[src/rtl/core/blsu_pkg.sv]
// Shared types and constants for the bounded list with search unit.
package blsu_pkg;

  localparam int unsigned CapacityDef  = 16;
  localparam int unsigned DataWidthDef = 32;
  localparam int unsigned OpcodeW      = 3;
  localparam int unsigned ValueW       = 32;
  localparam int unsigned StatusW      = 2;
  localparam int unsigned ItemCountW   = 5;

  typedef enum logic [OpcodeW-1:0] {
    OP_APPEND     = 3'd0,
    OP_PREPEND    = 3'd1,
    OP_DROP_FIRST = 3'd2,
    OP_DROP_LAST  = 3'd3,
    OP_SEARCH     = 3'd4
  } opcode_e;

  typedef enum logic [StatusW-1:0] {
    ST_DONE  = 2'd0,
    ST_FULL  = 2'd1,
    ST_EMPTY = 2'd2
  } status_e;

  typedef enum logic [2:0] {
    CMD_HOLD,
    CMD_APPEND,
    CMD_PREPEND,
    CMD_DROP_FIRST,
    CMD_SEARCH
  } cell_cmd_e;

endpackage

[src/rtl/core/blsu_if.sv]
// Valid/ready channel interfaces for operation and result beats.
interface blsu_in_if import blsu_pkg::*; ();
  logic              valid;
  logic              ready;
  logic [OpcodeW-1:0] opcode;
  logic [ValueW-1:0]  value;

  modport source (output valid, output opcode, output value, input ready);
  modport sink   (input valid, input opcode, input value, output ready);
endinterface

interface blsu_out_if import blsu_pkg::*; ();
  logic                  valid;
  logic                  ready;
  logic [StatusW-1:0]    status;
  logic                  found;
  logic [ItemCountW-1:0] item_count;

  modport source (output valid, output status, output found, output item_count, input ready);
  modport sink   (input valid, input status, input found, input item_count, output ready);
endinterface

[src/rtl/core/blsu_cell.sv]
// One list entry cell: holds a word, shifts with its neighbors, compares on search.
module blsu_cell import blsu_pkg::*; #(
  parameter int unsigned DATA_WIDTH = DataWidthDef,
  parameter int unsigned CNT_W      = 5,
  parameter int unsigned INDEX      = 0
) (
  input  logic                  clk_i,
  input  logic                  rst_ni,
  input  cell_cmd_e             cmd_i,
  input  logic [CNT_W-1:0]      count_i,
  input  logic [DATA_WIDTH-1:0] value_i,
  input  logic [DATA_WIDTH-1:0] left_i,
  input  logic [DATA_WIDTH-1:0] right_i,
  output logic [DATA_WIDTH-1:0] entry_o,
  output logic                  match_o
);

  logic [DATA_WIDTH-1:0] entry_q, entry_d;
  logic                  match_q, match_d;
  logic                  active;

  assign active = CNT_W'(INDEX) < count_i;

  always_comb begin
    entry_d = entry_q;
    match_d = match_q;
    case (cmd_i)
      CMD_HOLD: ;
      CMD_APPEND: begin
        if (count_i == CNT_W'(INDEX)) entry_d = value_i;
        match_d = 1'b0;
      end
      CMD_PREPEND: begin
        entry_d = left_i;
        match_d = 1'b0;
      end
      CMD_DROP_FIRST: begin
        entry_d = right_i;
        match_d = 1'b0;
      end
      CMD_SEARCH: match_d = active && (entry_q == value_i);
      default: ;
    endcase
  end

  always_ff @(posedge clk_i) begin
    entry_q <= entry_d;
  end

  always_ff @(posedge clk_i or negedge rst_ni) begin
    if (!rst_ni) begin
      match_q <= 1'b0;
    end else begin
      match_q <= match_d;
    end
  end

  assign entry_o = entry_q;
  assign match_o = match_q;

endmodule

[src/rtl/core/bounded_list_with_search_unit.sv]
// Top level of the bounded list with search unit: count control, cell row, result register.
//
//   channel | dir | fields                       | beat accepted when
//   in_i    | in  | opcode, value                | in_i.valid && in_i.ready
//   out_o   | out | status, found, item_count    | out_o.valid && out_o.ready
//
// Each operation beat updates the cell row in its accept cycle; its result is
// formed from the cells' registered match flags once the result register is
// free. One operation per cycle is taken while the result register drains.
// Reset clears the count; entry words are undefined until written.
// A stalled result register holds one finished and one pending result, then in_i stalls.
module bounded_list_with_search_unit import blsu_pkg::*; #(
  parameter int unsigned CAPACITY   = CapacityDef,
  parameter int unsigned DATA_WIDTH = DataWidthDef
) (
  input  logic  clk_i,
  input  logic  rst_ni,
  blsu_in_if.sink    in_i,
  blsu_out_if.source out_o
);

  localparam int unsigned CNT_W = $clog2(CAPACITY + 1);

  logic [CNT_W-1:0]      count_q, count_d;
  cell_cmd_e             cmd;
  status_e               status_d;
  logic [DATA_WIDTH-1:0] value;
  logic                  in_fire, out_free, full, empty;

  logic [DATA_WIDTH-1:0] entry [CAPACITY];
  logic [CAPACITY-1:0]   match;

  logic      pend_q;
  status_e   pend_status_q;
  logic      pend_search_q;
  logic      out_valid_q;
  status_e   out_status_q;
  logic      out_found_q;
  logic [ItemCountW-1:0] out_count_q;

  assign value    = DATA_WIDTH'(in_i.value);
  assign full     = count_q == CNT_W'(CAPACITY);
  assign empty    = count_q == '0;
  assign out_free = !out_valid_q || out_o.ready;
  assign in_i.ready = !pend_q || out_free;
  assign in_fire  = in_i.valid && in_i.ready;

  always_comb begin
    cmd      = CMD_HOLD;
    status_d = ST_DONE;
    count_d  = count_q;
    if (in_fire) begin
      case (in_i.opcode)
        OP_APPEND, OP_PREPEND: begin
          if (full) begin
            status_d = ST_FULL;
          end else begin
            cmd     = (in_i.opcode == OP_APPEND) ? CMD_APPEND : CMD_PREPEND;
            count_d = count_q + 1'b1;
          end
        end
        OP_DROP_FIRST, OP_DROP_LAST: begin
          if (empty) begin
            status_d = ST_EMPTY;
          end else begin
            if (in_i.opcode == OP_DROP_FIRST) cmd = CMD_DROP_FIRST;
            count_d = count_q - 1'b1;
          end
        end
        OP_SEARCH: cmd = CMD_SEARCH;
        default: ;
      endcase
    end
  end

  for (genvar i = 0; i < CAPACITY; i++) begin : g_cell
    logic [DATA_WIDTH-1:0] left, right;
    if (i == 0) begin : g_first
      assign left = value;
    end else begin : g_mid
      assign left = entry[i-1];
    end
    if (i == CAPACITY - 1) begin : g_last
      assign right = entry[i];
    end else begin : g_inner
      assign right = entry[i+1];
    end
    blsu_cell #(
      .DATA_WIDTH (DATA_WIDTH),
      .CNT_W      (CNT_W),
      .INDEX      (i)
    ) u_cell (
      .clk_i   (clk_i),
      .rst_ni  (rst_ni),
      .cmd_i   (cmd),
      .count_i (count_q),
      .value_i (value),
      .left_i  (left),
      .right_i (right),
      .entry_o (entry[i]),
      .match_o (match[i])
    );
  end

  always_ff @(posedge clk_i or negedge rst_ni) begin
    if (!rst_ni) begin
      count_q     <= '0;
      pend_q      <= 1'b0;
      out_valid_q <= 1'b0;
    end else begin
      count_q <= count_d;
      if (in_fire) begin
        pend_q <= 1'b1;
      end else if (out_free) begin
        pend_q <= 1'b0;
      end
      if (pend_q && out_free) begin
        out_valid_q <= 1'b1;
      end else if (out_o.ready) begin
        out_valid_q <= 1'b0;
      end
    end
  end

  // match flags only mean something after a search beat
  always_ff @(posedge clk_i) begin
    if (in_fire) begin
      pend_status_q <= status_d;
      pend_search_q <= (cmd == CMD_SEARCH);
    end
    if (pend_q && out_free) begin
      out_status_q <= pend_status_q;
      out_found_q  <= pend_search_q && (|match);
      out_count_q  <= ItemCountW'(count_q);
    end
  end

  assign out_o.valid      = out_valid_q;
  assign out_o.status     = out_status_q;
  assign out_o.found      = out_found_q;
  assign out_o.item_count = out_count_q;

  a_count_bound: assert property (@(posedge clk_i) disable iff (!rst_ni)
    count_q <= CNT_W'(CAPACITY))
    else $error("count above capacity");

  a_count_idle: assert property (@(posedge clk_i) disable iff (!rst_ni)
    !in_fire |=> $stable(count_q))
    else $error("count changed without an operation");

  a_found_done: assert property (@(posedge clk_i) disable iff (!rst_ni)
    out_o.valid && out_o.found |-> out_o.status == ST_DONE)
    else $error("found set on a rejected operation");

  a_no_overrun: assert property (@(posedge clk_i) disable iff (!rst_ni)
    pend_q && !out_free |-> !in_i.ready)
    else $error("operation taken while its predecessor is stuck");

endmodule
[src/flat_wrapper.sv]
// flat-port wrapper written by rule: the top's interface ports become plain ports
module bounded_list_with_search_unit_flat import blsu_pkg::*;
#(
  parameter int unsigned CAPACITY   = CapacityDef,
  parameter int unsigned DATA_WIDTH = DataWidthDef
)
  (clk_i, rst_ni, in_i_valid, in_i_opcode, in_i_value, in_i_ready, out_o_valid, out_o_status, out_o_found, out_o_item_count, out_o_ready);
  blsu_in_if in_i_i ();
  blsu_out_if out_o_i ();
  input  logic clk_i;
  input  logic rst_ni;
  input wire logic [$bits(in_i_i.valid)-1:0] in_i_valid;
  input wire logic [$bits(in_i_i.opcode)-1:0] in_i_opcode;
  input wire logic [$bits(in_i_i.value)-1:0] in_i_value;
  output wire logic [$bits(in_i_i.ready)-1:0] in_i_ready;
  output wire logic [$bits(out_o_i.valid)-1:0] out_o_valid;
  output wire logic [$bits(out_o_i.status)-1:0] out_o_status;
  output wire logic [$bits(out_o_i.found)-1:0] out_o_found;
  output wire logic [$bits(out_o_i.item_count)-1:0] out_o_item_count;
  input wire logic [$bits(out_o_i.ready)-1:0] out_o_ready;
  assign in_i_i.valid = in_i_valid;
  assign in_i_i.opcode = in_i_opcode;
  assign in_i_i.value = in_i_value;
  assign in_i_ready = in_i_i.ready;
  assign out_o_valid = out_o_i.valid;
  assign out_o_status = out_o_i.status;
  assign out_o_found = out_o_i.found;
  assign out_o_item_count = out_o_i.item_count;
  assign out_o_i.ready = out_o_ready;
  bounded_list_with_search_unit #(.CAPACITY(CAPACITY), .DATA_WIDTH(DATA_WIDTH)) u_core (.clk_i(clk_i), .rst_ni(rst_ni), .in_i(in_i_i), .out_o(out_o_i));
endmodule
[config.mk]
export PLATFORM = sky130hd
export DESIGN_NAME = bounded_list_with_search_unit_flat
export DESIGN_NICKNAME = d
export VERILOG_FILES = /design/src/rtl/core/blsu_pkg.sv /design/src/rtl/core/blsu_if.sv /design/src/rtl/core/blsu_cell.sv /design/src/rtl/core/bounded_list_with_search_unit.sv /design/src/flat_wrapper.sv
export SDC_FILE = /design/constraint.sdc
export NUM_CORES = 1
export LEC_CHECK = 0
export CORE_ASPECT_RATIO = 0.5
export CORE_UTILIZATION = 40
export CTS_BUF_LIST = sky130_fd_sc_hd__clkbuf_2
export CTS_CLUSTER_SIZE = 8
export DETAILED_ROUTE_END_ITERATION = 10
export DONT_BUFFER_PORTS = 1
export GPL_ROUTABILITY_DRIVEN = 1
export PLACE_DENSITY_LB_ADDON = 0.25
export SYNTH_ARGS = -nofsm -noshare
export SYNTH_HDL_FRONTEND = slang
export SYNTH_SLANG_ARGS = --single-unit
[constraint.sdc]
create_clock -name clk_i -period 3.8 [get_ports clk_i]
set_input_delay 0.95 -clock clk_i [delete_from_list [all_inputs] [get_ports clk_i]]
set_output_delay 0.95 -clock clk_i [all_outputs]
set_load 0.005 [all_outputs]
* Word-level counts from Yosys, hierarchy flattened *
Index checks and enable logic that the tools add are counted.

word-level totals
  memory bits (read-only) = 0
  memories kept = 0
  bits in writable memories = 0
  register bits = 546
  input port bits = 39
  bits in latches = 0

operators by class
  div/mod/pow operators = 0
  magnitude comparators = 16
  shift operators = 0
  mux-type cells = 64
  bitwise logic cells = 0
  equal/unequal tests = 58
  reductions and logical operators = 52
  multiply operators = 0
  add/subtract/negate cells = 2

operator list
  operator              number
  $pmux W32 S3          15
  $eq A32 B32 Y1        16
  $mux W32              16
  $pmux W32 S2          1
  $eq A5 B4 Y1 const B  8
  $lt A4 B5 Y1 const A  8
  $ne A2 B2 Y1 const B  17
  $pmux W1 S2           16
  $reduce_and A2 Y1     16
  $eq A5 B3 Y1 const B  4
  $lt A3 B5 Y1 const A  4
  $logic_and A1 B1 Y1   19
  $reduce_or A16 Y1     1
  $eq A3 B2 Y1 const B  4
  $eq A5 B2 Y1 const B  2
  $lt A1 B5 Y1 const A  2
  $lt A2 B5 Y1 const A  2
  $mux W5               2
  $pmux W5 S2           1
  $reduce_bool A2 Y1    5
  $mux W3               3
  $pmux W3 S3           1
  $eq A3 B1 Y1 const B  2
  $eq A3 B3 Y1 const B  2
  other kinds (16)      25

* Logic depth before layout (Yosys ltp) *
  depth after elaboration = 8
  mapped depth = 11
  mapped depth without buffers = 7

* Cells and area by module *
Synthesis repeated with hierarchy kept, for this count alone.

second synthesis, totals
  cell total of the unflattened synthesis = 3153
  area total of the unflattened synthesis = 33865.0 µm²

by module, submodules not included
  module                                instances  area an instance (µm²)  cells an instance
  blsu_cell (u_core.g_cell[2].u_cell)   1          2094.5                  195
  blsu_cell (u_core.g_cell[7].u_cell)   1          2075.7                  192
  blsu_cell (u_core.g_cell[9].u_cell)   1          2074.5                  192
  blsu_cell (u_core.g_cell[10].u_cell)  1          2068.2                  195
  blsu_cell (u_core.g_cell[12].u_cell)  1          2064.5                  193
  blsu_cell (u_core.g_cell[13].u_cell)  1          2062.0                  194
  blsu_cell (u_core.g_cell[8].u_cell)   1          2062.0                  192
  blsu_cell (u_core.g_cell[6].u_cell)   1          2059.5                  193
  blsu_cell (u_core.g_cell[14].u_cell)  1          2058.2                  193
  blsu_cell (u_core.g_cell[4].u_cell)   1          2058.2                  192
  blsu_cell (u_core.g_cell[5].u_cell)   1          2057.0                  192
  blsu_cell (u_core.g_cell[0].u_cell)   1          2050.7                  193
  blsu_cell (u_core.g_cell[15].u_cell)  1          2050.7                  191
  blsu_cell (u_core.g_cell[3].u_cell)   1          2048.2                  191
  +3 rows                               -          -                       -

* Least setup slack after synthesis *
OpenSTA, ideal clock, no wires.

  path type = in2reg
  start = input out_o_ready
  end = register u_core.g_cell[0].u_cell.entry_q[0], enable pin
  arrival time = 3.501 ns
  setup time = 0.432 ns
  setup slack = -0.133 ns
  stages on the path = 6
  cell sequence = nand3b_4 > and2_0 > clkbuf_1 > nand3_1 > clkbuf_1 > a21oi_1

on the way
  longest elaborated chain between the ends = 7
  elaborated cells on any way between the ends = 10
  those cells by class = 4 x eq/ne; 1 x mux; 5 x reduce/logical

RTL lines
  element                                                              line                                 RTL
  start, declared                                                      flat_wrapper.sv:20                   input wire logic [$bits(out_o_i.ready)-1:0] out_o_ready;
  $logic_or A1 B1 Y1 *                                                 bounded_list_with_search_unit.sv:44  assign out_free = !out_valid_q || out_o.ready;
  $logic_or A1 B1 Y1 *                                                 bounded_list_with_search_unit.sv:45  assign in_i.ready = !pend_q || out_free;
  $logic_and A1 B1 Y1 *                                                bounded_list_with_search_unit.sv:46  assign in_fire = in_i.valid && in_i.ready;
  net u_core.in_fire                                                   bounded_list_with_search_unit.sv:28  logic in_fire, out_free, full, empty;
  $mux W3 *                                                            bounded_list_with_search_unit.sv:52  if (in_fire) begin
  $eq A3 B1 Y1 / $eq A3 B2 Y1 (equally long branches)                  blsu_cell.sv:27                      case (cmd_i)
  $ne A2 B1 Y1 (no line) / $reduce_bool A3 Y1 (equally long branches)  -
  $reduce_and A2 Y1 (no line) *                                        -
  end signal, assigned                                                 blsu_cell.sv:47                      entry_q <= entry_d;
  end, declared                                                        blsu_cell.sv:18                      logic [DATA_WIDTH-1:0] entry_q, entry_d;

Mark *: on every way through the listed nets, which the timed path passes. The rest lies on a longest branch.
A chain may end at the register's enable or synchronous reset.

* Final worst setup path *
  start = register u_core.count_q[0]
  end = register u_core.g_cell[1].u_cell.entry_q[20], data pin

on the way
  longest elaborated chain between the ends = 6
  elaborated cells on any way between the ends = 10
  those cells by class = 4 x eq/ne; 5 x mux; 1 x reduce/logical

RTL lines
  element                                                  line                                                                      RTL
  start, declared                                          bounded_list_with_search_unit.sv:24                                       logic [CNT_W-1:0] count_q, count_d;
  start signal, assigned                                   bounded_list_with_search_unit.sv:111                                      count_q <= count_d;
  $eq A5 B5 Y1 / $logic_not A5 Y1 (equally long branches)  bounded_list_with_search_unit.sv:42, bounded_list_with_search_unit.sv:43
  $mux W3 (on tied branches)                               bounded_list_with_search_unit.sv:55, bounded_list_with_search_unit.sv:63
  $pmux W3 S3 *                                            bounded_list_with_search_unit.sv:53                                       case (in_i.opcode)
  $mux W3 *                                                bounded_list_with_search_unit.sv:52
  $eq A3 B2 Y1 / $eq A3 B1 Y1 (equally long branches)      blsu_cell.sv:27
  $pmux W32 S3 *                                           blsu_cell.sv:27
  net u_core.g_cell[1].u_cell.entry_d[20]                  blsu_cell.sv:18
  end signal, assigned                                     blsu_cell.sv:47
  end, declared                                            blsu_cell.sv:18

Marked as above.

==> flow_summary.ini <==
[setup_path]
critical_path_peak_fanout = 14
worst-path-buf-inv = 2
timing.critical_path.to_type = flop
worst-endpoint-arrival_ps = 4230
category_of_the_worst_setup_path_launch_point = flop
critical-path-top-delay-family = simple AND/OR/NAND/NOR gates
critical_path_cell_by_cell = inv_1 -> ha_1 -> or3b_4 -> o2111ai_4 -> nand2b_4 -> buf_4 -> nand2_4 -> nand2_1
crit_required_ps = 4890
critical_path.slowest_cell = or3b_4
timing_worst_setup_path_type = flop to flop
max_stage_delay_ps = 460

[floorplan]
coreArea_um2 = 73700
die_h_um = 196
design.die.area_um2 = 76500
core.rowCount = 70
floorplan.io_pins = 49
width_of_the_die_um = 390
initial_utilization_pct = 40.9

[logic_synthesis]
yosysUniqueCellTypes = 57
synth-seq-area-share_pct = 54.0
mappedNetlistArea_um2 = 30100
edff_count_synth = 523
yosysWarningCount = 0
async_flop_share_pct = 4.21
postSynth.topFlopCell = edfxtp_1
post_synth.cell_area_avg_um2 = 11.7
postSynthNetCount = 2619
postSynthCellCount = 2575
postSynthRegisterBits = 546

[detailed_routing]
vias = 24100
drt_first_pass_iters = 6
drt_first_iter_violations = 5106
avgViaCountPerCell = 6.47
post_route_drc = 0
wl_per_cell_um = 34.6
ant_nets = 0
routed_wl_um = 129000

[placement]
dp_cells = 3436
port-buffer-count = 0
gpl.final_weighted_congestion = 1.05
placement.setup.worst_slack_ps = 370
place.detailed.hpwl_um = 88100
placement.cell_area_um2 = 31100

[global_route]
antenna_found_initial = 12
overflow = 0
track_usage_pct = 33.1
grt_pass1_wl_um = 175000
first_global_vias = 21600
grt_start_max_net_pins = 95

[timing]
setup_viol = 0
skew_ps = 108
max_slew.worst_pin.slew_ps = 1160
final_max_slew_viol_count = 0
layout_worst_path_cycle_share_pct = 82.8
rsz0062_at_grt = false
finalCriticalPeriod_ps = 3140
hold_violations = 0
max_clock_freq_ghz = 0.318
worst_slew_margin_rel_pct = 22.0
worst_slack_on_hold_paths_ps = 76.3
worst_slack_ps = 655

[finish]
num-nets-final = 2650
drive_gt1_share_pct = 15.3
final-instance-count-excl-fill = 3723
area_growth_pct = 8.74
stdcell_area_um2 = 32800

[pwr]
totalPowerFinal_w = 0.0141
power.density_nw_per_um2 = 431
total_leakage_power_nw = 11.0
irDropWorstVdd_uv = 217

[clock_tree]
htree_num_levels = 4
setup_buffers_after_cts = 0
clock_latency_reported_for_the_late_side_of_the_worst_skew_pair_ps = 1310
cts-root-buf = clkbuf_2
cts.sinks = 546
clock_tree_buffer_depth = 3
cts_tree = yes
clk_pin_slew_worst_paths_ps = 120
cts_made_buffers = 137

[min_path]
timing.hold.worst.class = input port to flop

[run_status]
status = finished, final reports clean

[job]
maxCapViolations = 0
-- layer usage --
metal / share of wire (%) / vias up / global-route usage (%)
met3: 17 / 255 / 14.3
met5: 0.030 / - / 0
met1: 41 / 12000 / 47.8
met4: 3.2 / 6 / 10.5
met2: 39 / 2089 / 43.9
li1: - / 9701 / -
-- stage by stage --
step / utilization [%] / TNS [ps]
final: 44.4 / 0
after global routing: 44.4 / 0
after floorplan: - / -45970
after CTS: 44.4 / 0
after detailed placement: 42.2 / 0
after global placement: 42.2 / 0
-- final cells by class --
class | instances | area [um^2]
fillers | 6953 | 41000
inverters | 9 | 33.8
diodes | 8 | 20.0
flip-flops and latches | 546 | 16300
repair buffers | 113 | 1240
clock inverters | 27 | 159
clock buffers | 213 | 1070
multi-input cells | 1799 | 12700
well taps | 1008 | 1260
-- Yosys cell counts, types with 3 or more instances --
cell type,instances,area (um^2)
nand4_1,106,663
xnor2_1,383,3350
mux2_2,56,631
a21oi_1,26,130
buf_6,33,372
edfxtp_1,523,15700
clkbuf_1,31,116
nand2_1,461,1730
nand2b_1,5,31.3
dfrtp_1,23,576
nor3_1,3,15.0
buf_1,3,11.3
buf_2,143,716
buf_12,3,60.1
o21ai_0,15,75.1
nor2b_1,3,18.8
nor2_1,11,41.3
a22oi_1,434,3260
inv_1,8,30.0
buf_4,8,60.1
a221o_1,14,140
nor4_1,57,357
xor2_1,132,1160
nand2_4,30,338
nand3_1,16,80.1
a32o_1,7,70.1
ha_1,5,62.6
-- report_power, final --
group / leakage [nW] / switching, W / internal [W] / total, W
registers: 5.11 / 0.000351 / 0.00702 / 0.00737
clock network: 0.959 / 0.00269 / 0.00160 / 0.00429
logic: 4.94 / 0.00170 / 0.000761 / 0.00246
total: 11.0 / 0.00474 / 0.00937 / 0.0141
-- timing repair --
action	4_1_cts	5_1_grt
gates resized for setup	0	0
hold endpoints to repair	490	0
setup endpoints to repair	0	0
hold buffers	39	0
-- kinds of logic after synthesis --
logic type | after synthesis | synth area share [%]
DFF | 546 | 54.0
and+or+nand+nor | 706 | 11.3
muxes | 57 | 2.13
xor gates and xnor gates | 515 | 15.0
AOI/OAI and AO/OA | 516 | 12.8
adders and majority gates | 5 | 0.208
buffers and inverters | 230 | 4.54
-- state kept, by name (all words and copies together) (netlist names) --
name / count
u_core.out_o.status: 2
u_core.out_o.item_count: 5
u_core.g_cell.u_cell.entry_o: 512
u_core.g_cell.u_cell.match_o: 16
u_core.pend_search_q: 1
u_core.count_q: 5
u_core.pend_q: 1
u_core.out_o.valid: 1
u_core.pend_status_q: 2
u_core.out_o.found: 1
-- worst reg2reg max path: stages, from the launching register on --
cell and delay, ps:
dfrtp_1 390, inv_1 200, ha_1 450, or3b_4 460, o2111ai_4 340, nand2b_4 330
buf_4 450, nand2_4 230, nand2_1 120
-- final timing paths --
path | from | end | slack, ps | cells past startpoint
max | u_core.count_q[0]$_DFFE_PN0P_ | u_core.g_cell[1].u_cell.entry_o[20]$_DFFE_PP_ | 660 | 8
min | in_i_value[6] | u_core.g_cell[0].u_cell.entry_o[6]$_DFFE_PP_ | 80 | 2
max reg2reg | u_core.count_q[0]$_DFFE_PN0P_ | u_core.g_cell[1].u_cell.entry_o[20]$_DFFE_PP_ | 660 | 8
min reg2reg | u_core.pend_status_q[1]$_DFFE_PN_ | u_core.out_o.status[1]$_DFFE_PP_ | 470 | 0
max in group asynchronous | rst_ni | u_core.out_o.valid$_DFFE_PN0P_ | 3480 | 2
min in group asynchronous | rst_ni | u_core.g_cell[3].u_cell.match_o$_DFFE_PN0P_ | 110 | 2
-- cells in the final DEF, fill, tap and decap left out, types with 3 or more instances in the layout --
cell type      Yosys  routed
nor2b_1            3       3
a22oi_1          434     434
nand2_4           30      30
edfxtp_1         523     523
clkinv_1           0      21
buf_12             3      24
nand3_1           16      15
a221o_1           14      14
a32o_1             7       7
a21oi_1           26      11
o21ai_0           15      15
nor4_1            57      53
a21oi_4            0      15
ha_1               5       5
nor4_2             0       4
diode_2            0       8
nor3_1             3       3
xnor2_1          383     383
buf_4              8      51
dfrtp_1           23      23
nor2_1            11       9
inv_2              1       3
nand4_1          106     106
clkbuf_2           0     213
mux2_2            56      56
xor2_1           132     132
dlygate4sd3_1      0      38
inv_1              8       8
nand2_1          461     461
nand2b_1           5       5
(Power assumes the default switching activity.)
